`config.mk`:
```
export PLATFORM = sky130hd
export DESIGN_NAME = sfpe_duty
export DESIGN_NICKNAME = d
export VERILOG_FILES = /design/src/rtl/sfpe_pkg.sv /design/src/rtl/sfpe_duty.sv
export SDC_FILE = /design/constraint.sdc
export NUM_CORES = 1
export LEC_CHECK = 0
export ABC_AREA = 1
export ABC_CLOCK_PERIOD_IN_PS = 5840
export BUFFER_PORTS_ARGS = -buffer_cell sky130_fd_sc_hd__buf_2
export CORE_ASPECT_RATIO = 1.25
export CORE_MARGIN = 3
export CORE_UTILIZATION = 40
export DETAILED_ROUTE_END_ITERATION = 10
export PLACE_DENSITY = 0.55
export RECOVER_POWER = 50
export SYNTH_ARGS = -nofsm -noshare
export SYNTH_HDL_FRONTEND = slang
export SYNTH_SLANG_ARGS = --single-unit
export TNS_END_PERCENT = 50
```
`constraint.sdc`:
```
create_clock -name clk -period 5.84 [get_ports clk]
set_input_delay 1.168 -clock clk [delete_from_list [all_inputs] [get_ports clk]]
set_output_delay 1.168 -clock clk [all_outputs]
set_load 0.1 [all_outputs]
```
`src/rtl/sfpe_pkg.sv`:
```
// ----------------------------------------------------------------------------
// sfpe_pkg
// Types and constants shared by the sample FIFO and duty envelope modules.
// ----------------------------------------------------------------------------
package sfpe_pkg;

    localparam int SAMPLE_W = 16;
    localparam int INTERP_W = 15;
    localparam int INTERP_MAX = 32767;

    localparam int CFG_IDX_W = 1;
    localparam logic [CFG_IDX_W-1:0] CFG_DUTY_LO = 1'b0;
    localparam logic [CFG_IDX_W-1:0] CFG_DUTY_HI = 1'b1;

    localparam logic CMD_PUSH = 1'b0;
    localparam logic CMD_TICK = 1'b1;

    localparam int PCT_LOW  = 1;
    localparam int PCT_HIGH = 99;

    typedef struct packed {
        logic                valid;
        logic [SAMPLE_W-1:0] sample;
    } sample_beat_t;

endpackage

```
`src/rtl/sfpe_duty.sv`:
```
// ----------------------------------------------------------------------------
// sfpe_duty
// Maps a sample linearly onto the duty range in three registered steps.
// ----------------------------------------------------------------------------
module sfpe_duty #(
    parameter int DUTY_BITS = 9
) (
    input  logic                   clk,
    input  logic                   rst_n,
    input  logic                   en,
    input  sfpe_pkg::sample_beat_t beat,
    input  logic [DUTY_BITS-1:0]   duty_lo,
    input  logic [DUTY_BITS-1:0]   duty_hi,
    output logic                   out_valid,
    output logic [DUTY_BITS-1:0]   duty
);

    localparam int IW  = sfpe_pkg::INTERP_W;
    localparam int P_W = IW + DUTY_BITS;
    localparam int T_W = IW + 2;
    localparam int X_W = DUTY_BITS + 1;

    logic [IW-1:0]        interp;
    logic [DUTY_BITS-1:0] span;
    logic [P_W-1:0]       prod_reg;
    logic [P_W-1:0]       prod_next;
    logic                 pa_valid_reg;
    logic [DUTY_BITS-1:0] q1;
    logic [T_W-1:0]       fold1;
    logic [1:0]           fold_hi;
    logic [IW:0]          fold2;
    logic [X_W-1:0]       quot;
    logic [DUTY_BITS-1:0] quot_reg;
    logic [DUTY_BITS-1:0] quot_next;
    logic                 pb_valid_reg;
    logic [X_W-1:0]       sum;
    logic [DUTY_BITS-1:0] duty_reg;
    logic [DUTY_BITS-1:0] duty_next;
    logic                 out_valid_reg;

    // Halve the sample and offset it into 0..32767: flip the sign bit, drop the LSB.
    assign interp    = {~beat.sample[sfpe_pkg::SAMPLE_W-1],
                        beat.sample[sfpe_pkg::SAMPLE_W-2:1]};
    assign span      = (duty_hi >= duty_lo) ? duty_hi - duty_lo : '0;
    assign prod_next = P_W'(interp) * P_W'(span);

    // Division by 2^15-1 by folding the high part back onto the low part twice.
    assign q1      = prod_reg[P_W-1:IW];
    assign fold1   = T_W'(q1) + T_W'(prod_reg[IW-1:0]);
    assign fold_hi = fold1[T_W-1:IW];
    assign fold2   = (IW + 1)'(fold1[IW-1:0]) + (IW + 1)'(fold_hi);
    assign quot    = X_W'(q1) + X_W'(fold_hi)
                   + X_W'(fold2 >= (IW + 1)'(sfpe_pkg::INTERP_MAX));
    assign quot_next = quot[DUTY_BITS-1:0];

    assign sum = X_W'(duty_lo) + X_W'(quot_reg);

    always_comb
    begin
        priority if (sum < X_W'(duty_lo))
        begin
            duty_next = duty_lo;
        end
        else if (sum > X_W'(duty_hi))
        begin
            duty_next = duty_hi;
        end
        else
        begin
            duty_next = sum[DUTY_BITS-1:0];
        end
    end

    always_ff @(posedge clk)
    begin
        if (en)
        begin
            prod_reg <= prod_next;
            quot_reg <= quot_next;
            duty_reg <= duty_next;
        end
    end

    always_ff @(posedge clk or negedge rst_n)
    begin
        if (!rst_n)
        begin
            pa_valid_reg  <= 1'b0;
            pb_valid_reg  <= 1'b0;
            out_valid_reg <= 1'b0;
        end
        else if (en)
        begin
            pa_valid_reg  <= beat.valid;
            pb_valid_reg  <= pa_valid_reg;
            out_valid_reg <= pb_valid_reg;
        end
    end

    assign out_valid = out_valid_reg;
    assign duty      = duty_reg;

endmodule

```
==> flow_summary_export.csv <==
group,metric,value,unit
setup_path,startpoint_type,"primary input",
synth,yosys.area_share.simple,0.224,
synth,async_reset_ff_frac,0.0667,
floorplanning,die_h,164,um
clocking,cts.sink_count,45,
global_route,grt_max_degree,48,
setup_path,slowest_delay,0.52,ns
floorplanning,initial_core_util,0.409,
clocking,htreeDepth,2,
synth,syn_inst,1050,
global_route,antenna_found_initial,0,
global_route,first_global_vias,7575,
sta,setup_violations,15,
cells_and_area,most-common-layout-cells,"inv_1, nand2_1, buf_4",
cells_and_area,seqCellArea,0.00134,mm^2
global_route,grt_pass1_wl,35.8,mm
sta,fmax,164,MHz
synth,ys_seq_area_frac,0.168,
detailed_routing,viasPerCell,4.76,
clocking,clock_latency,0.29,ns
cells_and_area,antenna_cells,0,
clocking,hold_buffers,0,
cells_and_area,largest_reg_flops,24,
synth,synth_top_family_by_area,"adder cells",
setup_path,worstPathMaxFanout,7,
detailed_routing,finalWirelength,20.9,mm
setup_path,worst_ep_arrival_time,6.14,ns
place,hpwl,17.5,mm
power_and_ir_drop,p_leak,0.00550,uW
setup_path,path_class,"in2reg",
synth,synthMuxAreaShare,0.00142,
detailed_routing,first_pass_iters,5,
sta,finalClockSkew,0.00442,ns
status,outcome,"finished with violations",
place,gp_congestion,0.894,
power_and_ir_drop,p_per_area,430,mW/mm^2
detailed_routing,routedWlPerCell,14.0,um
clocking,clk_pin_slew_worst_paths,0.07,ns
synth,synthFlopType,"edfxtp_1",
setup_path,cp-end-kind,"flop",
synth,synth_area_per_cell,7.58,um^2
detailed_routing,drc_errors,0,
floorplanning,dieArea,0.0216,mm^2
status,violations,"max-capacitance violations, max-slew violations, negative setup slack",
cells_and_area,multi_input_area,0.00645,mm^2
detailed_routing,drt-initial-drc-count,276,
synth,ys_types,32,
synth,yosys_warnings,0,
cells_and_area,fin_nets,1443,
setup_path,critPathMostFrequentCell,"fa_1",
detailed_routing,postRouteAntennaNets,0,
synth,synthXorXnorAreaFrac,0.0407,
job,maxCapViolCount,1,
sta,slew_viol_final,48,
synth,synth_edf_count,42,
setup_path,cp_slowest_cell,"fa_1",
detailed_routing,vias,7069,
cells_and_area,instances_no_fill,1485,
worst_hold_path,min_path_type,"reg2reg",
sta,min_period,6.11,ns
sta,relSlewSlack,-0.631,
place,dp.cells,1457,
synth,synth_area,0.00795,mm^2
sta,finalSetupTns,-3.03,ns
place,portBuffers,46,
sta,finalCritPeriodShare,1.05,
synth,yosys_register_bits,45,
floorplanning,die_w,132,um
power_and_ir_drop,p_comb_frac,0.802,
cells_and_area,drive_above_1_share,0.259,
synth,syn_nets,1274,
cells_and_area,syn2layout_area_growth,31.6,%
power_and_ir_drop,seqPwrFrac,0.133,
power_and_ir_drop,p_switching,2280,uW
floorplanning,core,0.0195,mm^2
floorplanning,std_cell_rows,57,
power_and_ir_drop,pwr-share-clk,0.064,
sta,worstMarginPinSlew,2.45,ns
cells_and_area,n_fill_cell,1863,
sta,rsz0062_at_grt,"yes",
clocking,cts_tree,"yes",
clocking,ctsRootBufferMaster,"clkbuf_16",
floorplanning,io-pin-count,48,
global_route,grt_overflow_total,0,
power_and_ir_drop,vdd_ir_drop_max,0.000264,V
synth,synth-compound-area-share,0.0568,
power_and_ir_drop,power.total,4500,uW
power_and_ir_drop,p_int,2220,uW
sta,final-hold-violation-count,0,
global_route,track_usage,0.205,
power_and_ir_drop,p_sw_frac,0.506,
cells_and_area,layout_commonest_cell,"inv_1",
setup_path,worstPathRequired,5.87,ns
clocking,clockBufferDepth,2,
synth,synth-adder-area-share,0.383,
clocking,cts_buffers,5,
sta,setup_slack,-0.272,ns
-- final timing paths --
check                             start            to  slack, ns  cells after the start
setup reg to reg           prod_reg[17]   quot_reg[8]       1.04                     25
min in group asynchronous         rst_n     out_valid       0.67                      1
hold reg to reg               out_valid     out_valid       0.50                      1
setup / recovery             duty_hi[0]  prod_reg[23]      -0.27                     28
max in group asynchronous         rst_n  pa_valid_reg       5.02                      1
hold / removal                out_valid     out_valid       0.50                      1
-- layer usage --
layer,vias up,share of wire,track usage,routed length (um)
li1,3566,-,-,-
met1,3335,0.39,0.225,8190
met2,132,0.54,0.408,11400
met3,36,0.027,0.0176,564
met4,0,0.036,0.0745,753
met5,-,0,0,0
-- cells by family (layout without fill, tap and decap cells) --
logic type,count (synthesis),count (layout)
simple gates,441,443
compound gates,80,81
mux,1,1
xor+xnor,37,37
buf+inv,260,427
fa+ha+maj,186,186
flops,45,45
-- synth_stat cells (6+ instances only) --
cell,n,area share
a21oi_1,41,0.026
edfxtp_1,42,0.16
fa_1,96,0.24
ha_1,90,0.14
inv_1,249,0.12
nand2_1,230,0.11
nand3_1,69,0.043
nand4_1,6,0.0047
nor2_1,123,0.058
nor3_1,6,0.0038
o21ai_0,18,0.011
xnor2_1,11,0.012
xor2_1,26,0.029
-- power groups by stage --
| stage | clock [uW] | combinational (uW) | sequential, uW |
|---|---|---|---|
| after floorplan | 0 | 2110 | 726 |
| after global placement | 0 | 3270 | 606 |
| after detailed placement | 0 | 3290 | 609 |
| after CTS | 295 | 3570 | 602 |
| after global routing | 309 | 4060 | 612 |
| final | 289 | 3610 | 600 |
-- layout make-up --
class / instances / area share
timing repair buffer: 168 / 0.118
clock buffer: 5 / 0.0120
multi-input combinational: 748 / 0.616
tap: 265 / 0.0317
sequential: 45 / 0.128
inverter: 251 / 0.0924
clock inverter: 3 / 0.00239
-- what timing repair did --
action | in CTS | in global routing
buffers inserted | 14 | 3
pin swaps | 67 | 29
gates cloned | 3 | 0
endpoints found under the setup margin | 18 | 17
gates resized for setup | 99 | 33
-- stage by stage --
stage | util | setup slack, ns | hold slack (ns) | cell area (um^2)
floorplan | - | -0.176 | 0.478 | 8300
finish | 0.537 | -0.272 | 0.504 | 10500
CTS | 0.530 | -0.167 | 0.507 | 10300
global placement | 0.495 | -0.826 | 0.485 | 9630
global route | 0.537 | -0.472 | 0.524 | 10500
detailed placement | 0.495 | -0.848 | 0.491 | 9630
-- critical path, delay by kind of cell --
family / cells / cell delay, ns
buffers and inverters: 10 / 0.75
xor gates and xnor gates: 2 / 0.42
AOI/OAI and AO/OA: 2 / 0.32
adders and majority gates: 7 / 2.78
and+or+nand+nor: 7 / 0.67
Power figures use the tool's default switching activity.
